File: src/rtl/pstq_pkg.sv
// ----------------------------------------------------------------------------
// PPS strike timestamp qualifier package
// Shared widths, codes, constants and the divider request and response types.
// ----------------------------------------------------------------------------
package pstq_pkg;

    localparam int RING_DEPTH     = 20;
    localparam int SMOOTH_DIVISOR = 3600;
    localparam int PTR_W          = $clog2(RING_DEPTH);
    localparam int FRAC_BITS      = 16;

    localparam int COUNT_W   = 24;
    localparam int DIF_W     = 25;
    localparam int SEC_W     = 6;
    localparam int LAT_W     = 28;
    localparam int LON_W     = 29;
    localparam int ALT_W     = 21;
    localparam int WALL_W    = 32;
    localparam int NS_W      = 30;
    localparam int BUSY_W    = 8;
    localparam int ISUM_W    = 30;
    localparam int LAT_SUM_W = 33;
    localparam int LON_SUM_W = 34;
    localparam int ALT_SUM_W = 26;
    localparam int SMOOTH_W  = 46;
    localparam int DIV_W     = 64;
    localparam int DVR_W     = 32;
    localparam int MUL_B_W   = 25;

    localparam int CFG_IDX_W  = 3;
    localparam int CFG_DATA_W = 20;
    localparam int SPS_W      = 8;
    localparam int PPM_W      = 10;
    localparam int TOL_W      = 20;
    localparam int HB_W       = 17;

    localparam logic CMD_RECORD = 1'b0;
    localparam logic CMD_STRIKE = 1'b1;

    localparam logic KIND_HEARTBEAT = 1'b0;
    localparam logic KIND_STRIKE    = 1'b1;

    localparam logic [CFG_IDX_W-1:0] CFG_MAX_SPS  = 3'd0;
    localparam logic [CFG_IDX_W-1:0] CFG_MAX_BUSY = 3'd1;
    localparam logic [CFG_IDX_W-1:0] CFG_TIME_TOL = 3'd2;
    localparam logic [CFG_IDX_W-1:0] CFG_POS_TOL  = 3'd3;
    localparam logic [CFG_IDX_W-1:0] CFG_HEARTBEAT = 3'd4;

    localparam logic [SPS_W-1:0]  RST_MAX_SPS   = 8'd12;
    localparam logic [SPS_W-1:0]  RST_MAX_BUSY  = 8'd6;
    localparam logic [PPM_W-1:0]  RST_TIME_TOL  = 10'd1;
    localparam logic [TOL_W-1:0]  RST_POS_TOL   = 20'd1000;
    localparam logic [HB_W-1:0]   RST_HEARTBEAT = 17'd600;

    localparam logic [DIV_W-1:0] NS_SCALE  = 64'(RING_DEPTH) * 64'd1000000000;
    localparam logic [NS_W-1:0]  NS_MAX    = 30'd999999999;
    localparam logic [49:0]      PPM_SCALE = 50'd1000000;

    typedef struct packed {
        logic             start;
        logic [DIV_W-1:0] dividend;
        logic [DVR_W-1:0] divisor;
    } div_req_t;

    typedef struct packed {
        logic             done;
        logic [DIV_W-1:0] quotient;
    } div_rsp_t;

endpackage

File: src/rtl/pstq_serial_div.sv
// ----------------------------------------------------------------------------
// PPS strike timestamp qualifier serial divider
// Restoring unsigned divider, one quotient bit per cycle.
// ----------------------------------------------------------------------------
module pstq_serial_div (
    input  logic               clk,
    input  logic               rst_n,
    input  pstq_pkg::div_req_t req,
    output pstq_pkg::div_rsp_t rsp
);

    localparam int STEP_W = $clog2(pstq_pkg::DIV_W);

    logic                          busy_reg, busy_next;
    logic                          done_reg, done_next;
    logic [STEP_W-1:0]             step_reg, step_next;
    logic [pstq_pkg::DVR_W-1:0]    rem_reg, rem_next;
    logic [pstq_pkg::DVR_W-1:0]    dvr_reg, dvr_next;
    logic [pstq_pkg::DIV_W-1:0]    quo_reg, quo_next;

    logic [pstq_pkg::DVR_W:0]      shifted;
    logic [pstq_pkg::DVR_W:0]      diff;
    logic                          fits;

    always_comb
    begin
        shifted = {rem_reg, quo_reg[pstq_pkg::DIV_W-1]};
        diff    = shifted - {1'b0, dvr_reg};
        fits    = (shifted >= {1'b0, dvr_reg});

        busy_next = busy_reg;
        done_next = 1'b0;
        step_next = step_reg;
        rem_next  = rem_reg;
        dvr_next  = dvr_reg;
        quo_next  = quo_reg;

        if (req.start)
        begin
            busy_next = 1'b1;
            step_next = '0;
            rem_next  = '0;
            dvr_next  = req.divisor;
            quo_next  = req.dividend;
        end
        else if (busy_reg)
        begin
            rem_next  = fits ? diff[pstq_pkg::DVR_W-1:0] : shifted[pstq_pkg::DVR_W-1:0];
            quo_next  = {quo_reg[pstq_pkg::DIV_W-2:0], fits};
            step_next = step_reg + 1'b1;
            if (step_reg == STEP_W'(pstq_pkg::DIV_W - 1))
            begin
                busy_next = 1'b0;
                done_next = 1'b1;
            end
        end
    end

    always_ff @(posedge clk or negedge rst_n)
    begin
        if (!rst_n)
        begin
            busy_reg <= 1'b0;
            done_reg <= 1'b0;
            step_reg <= '0;
        end
        else
        begin
            busy_reg <= busy_next;
            done_reg <= done_next;
            step_reg <= step_next;
        end
    end

    always_ff @(posedge clk)
    begin
        rem_reg <= rem_next;
        dvr_reg <= dvr_next;
        quo_reg <= quo_next;
    end

    assign rsp.done     = done_reg;
    assign rsp.quotient = quo_reg;

endmodule

File: config.mk
export PLATFORM = sky130hd
export DESIGN_NAME = pstq_serial_div
export DESIGN_NICKNAME = d
export VERILOG_FILES = /design/src/rtl/pstq_pkg.sv /design/src/rtl/pstq_serial_div.sv
export SDC_FILE = /design/constraint.sdc
export NUM_CORES = 1
export LEC_CHECK = 0
export ABC_AREA = 1
export BUFFER_PORTS_ARGS = -buffer_cell sky130_fd_sc_hd__buf_4
export CORE_MARGIN = 2
export CORE_UTILIZATION = 30
export DETAILED_ROUTE_END_ITERATION = 12
export GPL_ROUTABILITY_DRIVEN = 0
export PLACE_DENSITY = 0.52
export SLEW_MARGIN = 10
export SYNTH_ARGS = -nofsm -noshare
export SYNTH_HDL_FRONTEND = slang
export SYNTH_SLANG_ARGS = --single-unit
File: constraint.sdc
create_clock -name clk -period 4.02 [get_ports clk]
set_clock_uncertainty 0.2 [all_clocks]
set_input_delay 0.804 -clock clk [delete_from_list [all_inputs] [get_ports clk]]
set_output_delay 0.804 -clock clk [all_outputs]
set_load 0.01 [all_outputs]
==> results of run 1 <==
[report_power, final]
part	internal, mW	total [mW]	switching [mW]
Combinational	0.829	2.18	1.35
Clock	0.815	1.52	0.702
Sequential	1.72	1.85	0.130
Total	3.36	5.54	2.18
[layout make-up]
| type | instances | area share |
|---|---|---|
| timing repair buffer | 173 | 0.126 |
| clock buffer | 18 | 0.0412 |
| tap | 341 | 0.0410 |
| sequential | 136 | 0.358 |
| multi-input combinational | 778 | 0.355 |
| inverter | 187 | 0.0674 |
| clock inverter | 14 | 0.0121 |
[worst max path at each step]
stage,startpoint,to,depth (start not counted)
after global placement,req[96],quo_reg[22],5
final,dvr_reg[29],rem_reg[22],13
after CTS,dvr_reg[29],rem_reg[8],13
after global routing,dvr_reg[7],rem_reg[23],15
after detailed placement,req[96],quo_reg[3],5
after floorplan,req[96],quo_reg[0],3
[cell usage after synthesis, drive strengths merged]
cell / number
xnor2: 13
nor3: 4
fa: 1
nor2: 53
nand2: 515
o21bai: 3
edfxtp: 96
o21a: 2
nand3: 81
o21ai: 17
o221ai: 1
ha: 33
a21oi: 23
or2: 1
dfxtp: 32
clkinv: 4
buf: 14
nand3b: 15
a31oi: 1
xor2: 1
and2: 3
clkbuf: 16
nand4: 9
nor4: 1
inv: 183
a22o: 1
dfrtp: 8
[layer usage]
layer	global-route usage	wire length [um]	vias to the layer above
li1	-	-	3838
met1	0.217	10800	3269
met2	0.275	10800	213
met3	0.0607	2010	18
met4	0.0435	263	0
met5	0	0	-
[cells by family after synthesis]
family                   after synthesis  synth area share
AO/OA/AOI/OAI                         48            0.0315
XOR/XNOR                              14            0.0148
adder cells (fa/ha/maj)               34            0.0522
buffers and inverters                217             0.106
flip-flops                           136             0.449
AND/OR/NAND/NOR                      682             0.347
[metrics by stage]
step	setup WS (ps)	utilization	hold slack, ps
final	1340	0.385	271
after global routing	1100	0.385	295
after CTS	1280	0.385	270
after detailed placement	1310	0.364	259
after global placement	1310	0.364	261
after floorplan	434	-	244
[worst max-delay path, delay by kind of cell, from the launching register on]
family | cells | cell delay, ps
flops | 1 | 360
simple gates | 8 | 1390
compound gates | 1 | 180
fa+ha+maj | 1 | 280
buf+inv | 3 | 180
==> reports/qor.csv, run 1 <==
stage;metric;value;unit
outcome;outcome;completed;
job;max_cap_violations;0;
hold_path;hold_start;rem_reg[15];
synthesis;syn-cell-area;8290;um^2
die;die_x;170;um
setup_path;crit_slowest_cell;nor2_8;
detailed_routing;vias_per_cell;4.46;
setup_path;critical_path.endpoint_type;flip-flop;
detailed_routing;drtIter0Drc;489;
die;core;27000;um^2
cells_and_area;area_growth;25.6;%
setup_path;cp.required;4180;ps
pwr;finalPower;5.54;mW
cells_and_area;nNetsFinal;1426;
synthesis;synth_top_area_frac;0.348;
synthesis;avgSynthCellArea;7.33;um^2
clocking;cts_tree;built;
synthesis;yosysTopAreaCell;edfxtp_1;
timing;relSlewSlack;0.483;
die;die-area;29000;um^2
setup_path;r2r_slack;1340;ps
timing;rsz0062_at_grt;false;
timing;min_period;2680;ps
die;placementRows;60;
hold_path;min_to;rem_reg[15];
cells_and_area;fillCellCount;2850;
detailed_routing;firstDrtPassIters;5;
clocking;cts_buffer_depth;2;
cells_and_area;most-common-layout-cells;nand2_1, inv_1, buf_4, edfxtp_1, nand3_1;
clocking;htree_levels;4;
clocking;hold_buffers;1;
timing;slew_viol_final;0;
grt;grt_start_max_net_pins;55;
setup_path;r2r_cells;13;
clocking;cts-buffers-inserted;17;
grt;globalRouteTotalUtil;0.171;
synthesis;netlist_instances;1131;
setup_path;cp_common_cell;nand2_1;
cells_and_area;postLayoutCellArea;10400;um^2
pwr;ir_drop;0.262;mV
placement;placed_area;9850;um^2
setup_path;rr_startpoint;dvr_reg[29];
pwr;p_leak;5.51;nW
clocking;root_buffer;clkbuf_16;
setup_path;max_stage_delay;480;ps
detailed_routing;vias;7338;
hold_path;worstHoldPathType;reg2reg;
placement;hpwlAfterDp;18100;um
detailed_routing;drc;0;
cells_and_area;multi_input_area;3690;um^2
cells_and_area;final_common_cell;nand2_1;
placement;io_buffers;163;
cells_and_area;ff_latch_area;3720;um^2
grt;antenna_found_initial;0;
detailed_routing;drt_wl_total;23900;um
detailed_routing;ant_nets;0;
cells_and_area;n_antenna_cell;0;
clocking;path_clk_slew;60;ps
clocking;clk_latency;430;ps
cells_and_area;largest_reg_flops;64;
cells_and_area;fin_cells;1647;
timing;hold_viol_final;0;
clocking;postCtsSetupBuffers;0;
timing;setup_viol;0;
cells_and_area;drive_above_1_share;0.178;
clocking;cts.repair.resized;0;
timing;period_share;0.667;
die;pin_count;164;
synthesis;ys_warn_count;0;
hold_path;whs_path_depth;2;
synthesis;syn-num-nets;1264;
timing;finalSetupTns;0;ps
setup_path;setup.worst_path.start_class;flip-flop;
synthesis;synth-seq-area-share;0.449;
setup_path;path_cells;inv_1 > ha_1 > nand2_1 > inv_2 > nand2_2 > inv_1 > a21oi_1 > nand2_2 > nor2_8 > nand2_8 > nand2_1 > nand3_1 > nand2_1;
timing;fmax;373;MHz
grt;grt_pass1_wl;38300;um
setup_path;reg2reg_to;rem_reg[22];
setup_path;crit_arrival;2840;ps
grt;grt_pass1_vias;7260;
die;die_h;170;um
grt;gr-total-overflow;0;
pwr;power_density;532;nW/um^2
die;initial_core_util;0.307;
timing;worst-slew-pin-transition;775;ps
synthesis;synth_area_leaders;edfxtp_1, nand2_1, inv_1, dfxtp_1, ha_1;
synthesis;synth.distinct_cells;40;
clocking;cts.sinks;136;
placement;dpl.cell_count;1614;
detailed_routing;detail_route.wl_per_cell;14.5;um
setup_path;crit_type;reg2reg;
setup_path;critPathMaxFanout;34;
synthesis;ys_ff_latch;136;
(Power assumes the default switching activity.)
==> inputs of run 2 (changes only) <==
==> constraint.sdc (replaced) <==
create_clock -name clk -period 2.7 [get_ports clk]
set_clock_uncertainty 0.2 [all_clocks]
set_input_delay 0.54 -clock clk [delete_from_list [all_inputs] [get_ports clk]]
set_output_delay 0.54 -clock clk [all_outputs]
set_load 0.01 [all_outputs]
==> run 2 against run 1 <==
Compared with the run above:
- cell count grew 0.12%
- critical path depth is 2 higher
- wire length grew 0.34%
- critical endpoint is now rem_reg[30]
==> reports/qor.csv, run 2 (synthesis gave the netlist of run 1 again) <==
stage;metric;value;unit;change
clocking;path_clk_slew;80;ps;+20 ps
setup_path;max_stage_delay;410;ps;-70 ps
setup_path;critical_path.endpoint_type;flip-flop;;
placement;io_buffers;163;;unchanged
clocking;root_buffer;clkbuf_16;;
die;die_x;170;um;unchanged
pwr;switchingPower;3.35;mW;+54%
setup_path;setup.worst_path.start_class;flip-flop;;
cells_and_area;most-common-layout-cells;nand2_1, inv_1, buf_4, edfxtp_1, nand3_1;;
detailed_routing;drtIter0Drc;410;;-16%
setup_path;path_buf_inv;2;;-1
timing;relSlewSlack;0.707;;+0.225
hold_path;worstHoldPathType;in2reg;;
cells_and_area;nNetsFinal;1428;;+0.14%
grt;globalRouteTotalUtil;0.171;;+0.000208
grt;antenna_found_initial;0;;unchanged
detailed_routing;vias;7395;;+0.78%
cells_and_area;area_growth;26.7;%;
cells_and_area;largest_reg_flops;64;;unchanged
setup_path;cp_top_family;simple AND/OR/NAND/NOR gates;;
timing;period_share;0.921;;+0.255
timing;setup_viol;0;;unchanged
pwr;p_int;5.16;mW;+53%
clocking;cts-buffers-inserted;17;;unchanged
die;die_h;170;um;unchanged
timing;hold_viol_final;0;;unchanged
setup_path;cp_common_cell;nand2_1;;
die;die-area;29000;um^2;unchanged
die;placementRows;60;;unchanged
cells_and_area;ff_latch_area;3720;um^2;unchanged
clocking;postCtsSetupBuffers;0;;unchanged
pwr;p_leak;5.56;nW;+0.90%
die;pin_count;164;;unchanged
cells_and_area;drive_above_1_share;0.180;;+0.00279
clocking;cts_buffer_depth;2;;unchanged
grt;grt_start_max_net_pins;78;;+42%
clocking;clk_latency;430;ps;about the same
detailed_routing;firstDrtPassIters;5;;unchanged
die;core;27000;um^2;unchanged
timing;slew_viol_final;0;;unchanged
timing;worst-slew-pin-transition;439;ps;-336 ps
grt;grt_pass1_vias;7373;;+1.6%
placement;hpwlAfterDp;17900;um;-1.1%
cells_and_area;fillCellCount;2883;;+1.2%
setup_path;crit_type;reg2reg;;
timing;min_period;2490;ps;-192 ps
setup_path;critPathMaxFanout;5;;-85%
cells_and_area;multi_input_area;3700;um^2;+0.20%
pwr;swShare;0.394;;about the same
clocking;htree_levels;4;;unchanged
die;initial_core_util;0.307;;unchanged
timing;fmax;402;MHz;+7.7%
setup_path;cp.required;2820;ps;-1360 ps
setup_path;crit_slowest_cell;fa_1;;
timing;finalSetupTns;0;ps;unchanged
clocking;cts_tree;built;;
setup_path;crit_arrival;2610;ps;-230 ps
detailed_routing;drt_wl_total;23900;um;+0.34%
pwr;power.share.clock;0.282;;+0.008
placement;dpl.cell_count;1616;;+0.12%
cells_and_area;n_antenna_cell;0;;unchanged
pwr;power_density;810;nW/um^2;+52%
clocking;cts.sinks;136;;unchanged
cells_and_area;fin_cells;1649;;+0.12%
pwr;finalPower;8.51;mW;+54%
grt;grt_pass1_wl;38700;um;+1.1%
pwr;seqPwrFrac;0.323;;-0.010
job;max_cap_violations;0;;unchanged
timing;rsz0062_at_grt;false;;
detailed_routing;vias_per_cell;4.48;;+0.65%
pwr;ir_drop;0.517;mV;+97%
cells_and_area;final_common_cell;nand2_1;;
grt;gr-total-overflow;0;;unchanged
pwr;combPwrFrac;0.394;;about the same
setup_path;path_cells;inv_1 > ha_1 > fa_1 > inv_1 > nand3_1 > nand3_2 > nand2_1 > nand2_2 > nand2_1 > nand2_1 > nand2_1 > nand3_1 > nand3_1 > nand2_1 > nand2_1;;
detailed_routing;drc;0;;unchanged
outcome;outcome;completed;;
detailed_routing;ant_nets;0;;unchanged
detailed_routing;detail_route.wl_per_cell;14.5;um;+0.21%
==> run 2: metrics by stage <==
stage / setup slack [ps] / cell area (um^2) / hold WS (ps) / utilization
3_3_place_gp: 140 / 9900 / 169 / 0.366
4_1_cts: 76.7 / 10500 / 62.0 / 0.388
5_1_grt: 23.4 / 10500 / 66.2 / 0.389
2_1_floorplan: 315 / 8300 / 44.4 / -
3_5_place_dp: 91.3 / 9900 / 169 / 0.366
6_report: 212 / 10500 / 77.6 / 0.389
==> run 2: cell type report <==
| type | instances | area share |
|---|---|---|
| clock buffer | 17 | 0.0405 |
| clock inverter | 15 | 0.0147 |
| inverter | 187 | 0.0668 |
| multi-input combinational | 778 | 0.352 |
| sequential | 136 | 0.355 |
| tap | 341 | 0.0406 |
| timing repair buffer | 175 | 0.130 |
==> run 2: power by group through the flow <==
| stage | sequential [mW] | clock, mW | combinational [mW] |
|---|---|---|---|
| finish | 2.75 | 2.40 | 3.36 |
| global route | 2.79 | 2.55 | 3.83 |
| CTS | 2.75 | 2.46 | 3.38 |
| detailed placement | 2.79 | 0 | 3.36 |
| global placement | 2.79 | 0 | 3.35 |
| floorplan | 2.78 | 0 | 2.39 |
==> run 2: worst paths after layout <==
path	startpoint	slack, ps	cells past startpoint	end
worst max-delay path	quo_reg[63]	210	15	rem_reg[30]
worst min-delay path	req[9]	80	1	dvr_reg[9]
worst max register to register	quo_reg[63]	210	15	rem_reg[30]
worst min register to register	rem_reg[31]	270	2	rem_reg[31]
max in group asynchronous	rst_n	1900	2	step_reg[1]
min in group asynchronous	rst_n	260	2	done_reg
==> run 2: layer usage <==
layer,part of all wire,global-route usage,vias up,wire length (um)
met4,0.016,0.0487,0,383
met5,0,0,-,0
met1,0.46,0.217,3323,10900
li1,-,-,3840,-
met2,0.44,0.272,207,10500
met3,0.087,0.0623,25,2080
==> run 2: repair_timing <==
action,in CTS,in global routing
gates resized for setup,0,3
hold endpoints to repair,8,0
hold buffers,1,0
endpoints found under the setup margin,0,6
==> inputs of run 3 (changes only) <==
--- a/config.mk
+++ b/config.mk
@@ -11,7 +11,7 @@
 export CORE_UTILIZATION = 30
 export DETAILED_ROUTE_END_ITERATION = 12
 export GPL_ROUTABILITY_DRIVEN = 0
-export PLACE_DENSITY = 0.52
+export PLACE_DENSITY_LB_ADDON = 0.3
 export SLEW_MARGIN = 10
 export SYNTH_ARGS = -nofsm -noshare
 export SYNTH_HDL_FRONTEND = slang
==> run 3 against run 2 <==
Compared with the run above:
- cell count is 0.55% higher
- critical path depth stayed put
- die area stayed put
- clock-buffer cell count is 1 higher
- hold slack worse by 4.3 ps
- sequential power hardly changed
- combinational power is 5% higher
- sequential share of layout area is 0.40 points lower
- global-route usage hardly changed
- fmax is 1.5% lower
- critical endpoint unchanged
==> reports/qor.csv, run 3 (synthesis gave the netlist of run 1 again) <==
stage;metric;value;unit;change
outcome;outcome;completed;;
timing;hold_viol_final;0;;unchanged
timing;setup_viol;0;;unchanged
detailed_routing;vias;7546;;+2.0%
detailed_routing;drc;0;;unchanged
die;die_h;170;um;unchanged
cells_and_area;largest_reg_flops;64;;unchanged
grt;gr-total-overflow;0;;unchanged
setup_path;crit_arrival;2650;ps;+40 ps
grt;globalRouteTotalUtil;0.171;;+0.000394
pwr;p_leak;5.60;nW;+0.71%
hold_path;worstHoldPathType;in2reg;;
timing;worst-slew-pin-transition;398;ps;-41.5 ps
timing;slew_viol_final;0;;unchanged
grt;antenna_found_initial;0;;unchanged
grt;grt_pass1_vias;7567;;+2.6%
die;pin_count;164;;unchanged
die;initial_core_util;0.307;;unchanged
setup_path;r2r_cells;15;;unchanged
setup_path;rr_startpoint;quo_reg[63];;
timing;min_period;2520;ps;+36.8 ps
setup_path;reg2reg_to;rem_reg[30];;
placement;hpwlAfterDp;18200;um;+1.7%
cells_and_area;final_common_cell;nand2_1;;
clocking;cts_buffer_depth;2;;unchanged
timing;hold_ws;73.3;ps;-4.34 ps
detailed_routing;drt_wl_total;24100;um;+0.53%
timing;rsz0062_at_grt;false;;
job;max_cap_violations;0;;unchanged
clocking;clk_latency;440;ps;about the same
cells_and_area;fillCellCount;2833;;-1.7%
timing;finalSetupTns;0;ps;unchanged
detailed_routing;vias_per_cell;4.55;;+1.5%
die;die-area;29000;um^2;unchanged
grt;gr-usage-met2;0.279;;+0.00689
setup_path;crit_type;reg2reg;;
cells_and_area;area_growth;28.2;%;
die;placementRows;60;;unchanged
setup_path;setup.worst_path.start_class;flip-flop;;
grt;met1_usage;0.217;;about the same
grt;use_met3;0.0542;;-0.00814
pwr;ir_drop;0.302;mV;-42%
clocking;cts-buffers-inserted;17;;unchanged
hold_path;min_to;dvr_reg[6];;
detailed_routing;firstDrtPassIters;6;;+1
die;die_x;170;um;unchanged
clocking;htree_levels;4;;unchanged
detailed_routing;drtIter0Drc;436;;+6.3%
die;core;27000;um^2;unchanged
setup_path;critical_path.endpoint_type;flip-flop;;
clocking;cts_tree;built;;
setup_path;critPathMaxFanout;5;;unchanged
clocking;cts.sinks;136;;unchanged
timing;period_share;0.935;;+0.0136
grt;grt_start_max_net_pins;68;;-13%
setup_path;r2r_slack;180;ps;-40 ps
detailed_routing;detail_route.wl_per_cell;14.5;um;about the same
grt;grt.busiest_layer;met2;;
cells_and_area;most-common-layout-cells;nand2_1, inv_1, buf_4, edfxtp_1, nand3_1;;
timing;relSlewSlack;0.735;;+0.0276
detailed_routing;ant_nets;0;;unchanged
clocking;path_clk_slew;80;ps;about the same
clocking;root_buffer;clkbuf_16;;
placement;io_buffers;163;;unchanged
cells_and_area;nNetsFinal;1437;;+0.63%
hold_path;whs_path_depth;1;;unchanged
cells_and_area;n_antenna_cell;0;;unchanged
pwr;power_density;819;nW/um^2;+1.1%
setup_path;cp.required;2820;ps;about the same
hold_path;hold_start;req[6];;
timing;fmax;396;MHz;-1.5%
cells_and_area;drive_above_1_share;0.188;;+0.00712
grt;grt_pass1_wl;38900;um;+0.64%
-- run 3: cell count changes in the layout (fill, tap and decap cells not counted), moves of 2 or more --
cell        before  now
inv_6            7    2
nand2_8          1    3
clkinvlp_4       1    3
inv_8            3    6
buf_4          169  177
-- run 3: worst max path at each step --
stage | slack (ps) | to | cells past startpoint | start
after floorplan | 320 | quo_reg[0] | 3 | req[96]
after global placement | 110 | rem_reg[30] | 15 | quo_reg[63]
after CTS | 30 | rem_reg[30] | 15 | quo_reg[63]
after detailed placement | 50 | rem_reg[30] | 15 | quo_reg[63]
final | 180 | rem_reg[30] | 15 | quo_reg[63]
after global routing | 0.4 | rem_reg[10] | 17 | dvr_reg[20]
-- run 3: layout make-up --
| type | count | area, um^2 | share of cell area |
|---|---|---|---|
| Clock inverter | 14 | 155 | 0.0146 |
| Inverter | 187 | 702 | 0.0661 |
| Sequential cell | 136 | 3720 | 0.351 |
| Clock buffer | 18 | 439 | 0.0413 |
| Multi-Input combinational cell | 779 | 3740 | 0.352 |
| Timing Repair Buffer | 183 | 1440 | 0.135 |
| Tap cell | 341 | 427 | 0.0402 |
-- run 3: report_power, final --
group / leakage [nW] / internal, mW / switching (mW)
registers: 1.39 / 2.56 / 0.190
clock network: 0.285 / 1.34 / 1.09
logic: 3.93 / 1.39 / 2.14
total: 5.60 / 5.28 / 3.42
-- run 3: worst max-delay path, cell delays in order (launching register included) --
cell,delay [ps]
edfxtp_1,380
inv_1,70
ha_1,240
fa_1,420
inv_1,110
nand3_1,80
nand3_2,130
nand2_1,60
nand2_1,150
nand2_1,90
nand2_2,120
nand2_1,80
nand3_1,100
nand3_1,70
nand2_1,70
nand2_1,40
-- run 3: timing repair --
| action | CTS | global route |
|---|---|---|
| hold buffers | 1 | 0 |
| buffers inserted | 0 | 4 |
| endpoints found under the setup margin | 0 | 24 |
| resized for setup | 0 | 6 |
| endpoints found under the hold margin | 8 | 0 |
-- run 3: routing by layer --
| metal | vias to the layer above | part of all wire |
|---|---|---|
| li1 | 3871 | - |
| met1 | 3391 | 0.45 |
| met2 | 263 | 0.45 |
| met4 | 0 | 0.012 |
| met3 | 21 | 0.086 |
| met5 | - | 0 |
-- run 3: per-stage QoR --
step                      std cells  setup slack (ps)  power (mW)   util  area (um^2)
after floorplan                1131               315        5.18      -         8300
after global placement         1620               110        6.15  0.368         9940
after detailed placement       1620              54.8        6.17  0.368         9940
after CTS                      1653              27.9        8.65  0.390        10500
after global routing           1658             0.447        9.33  0.393        10600
final                          1658               175        8.70  0.393        10600
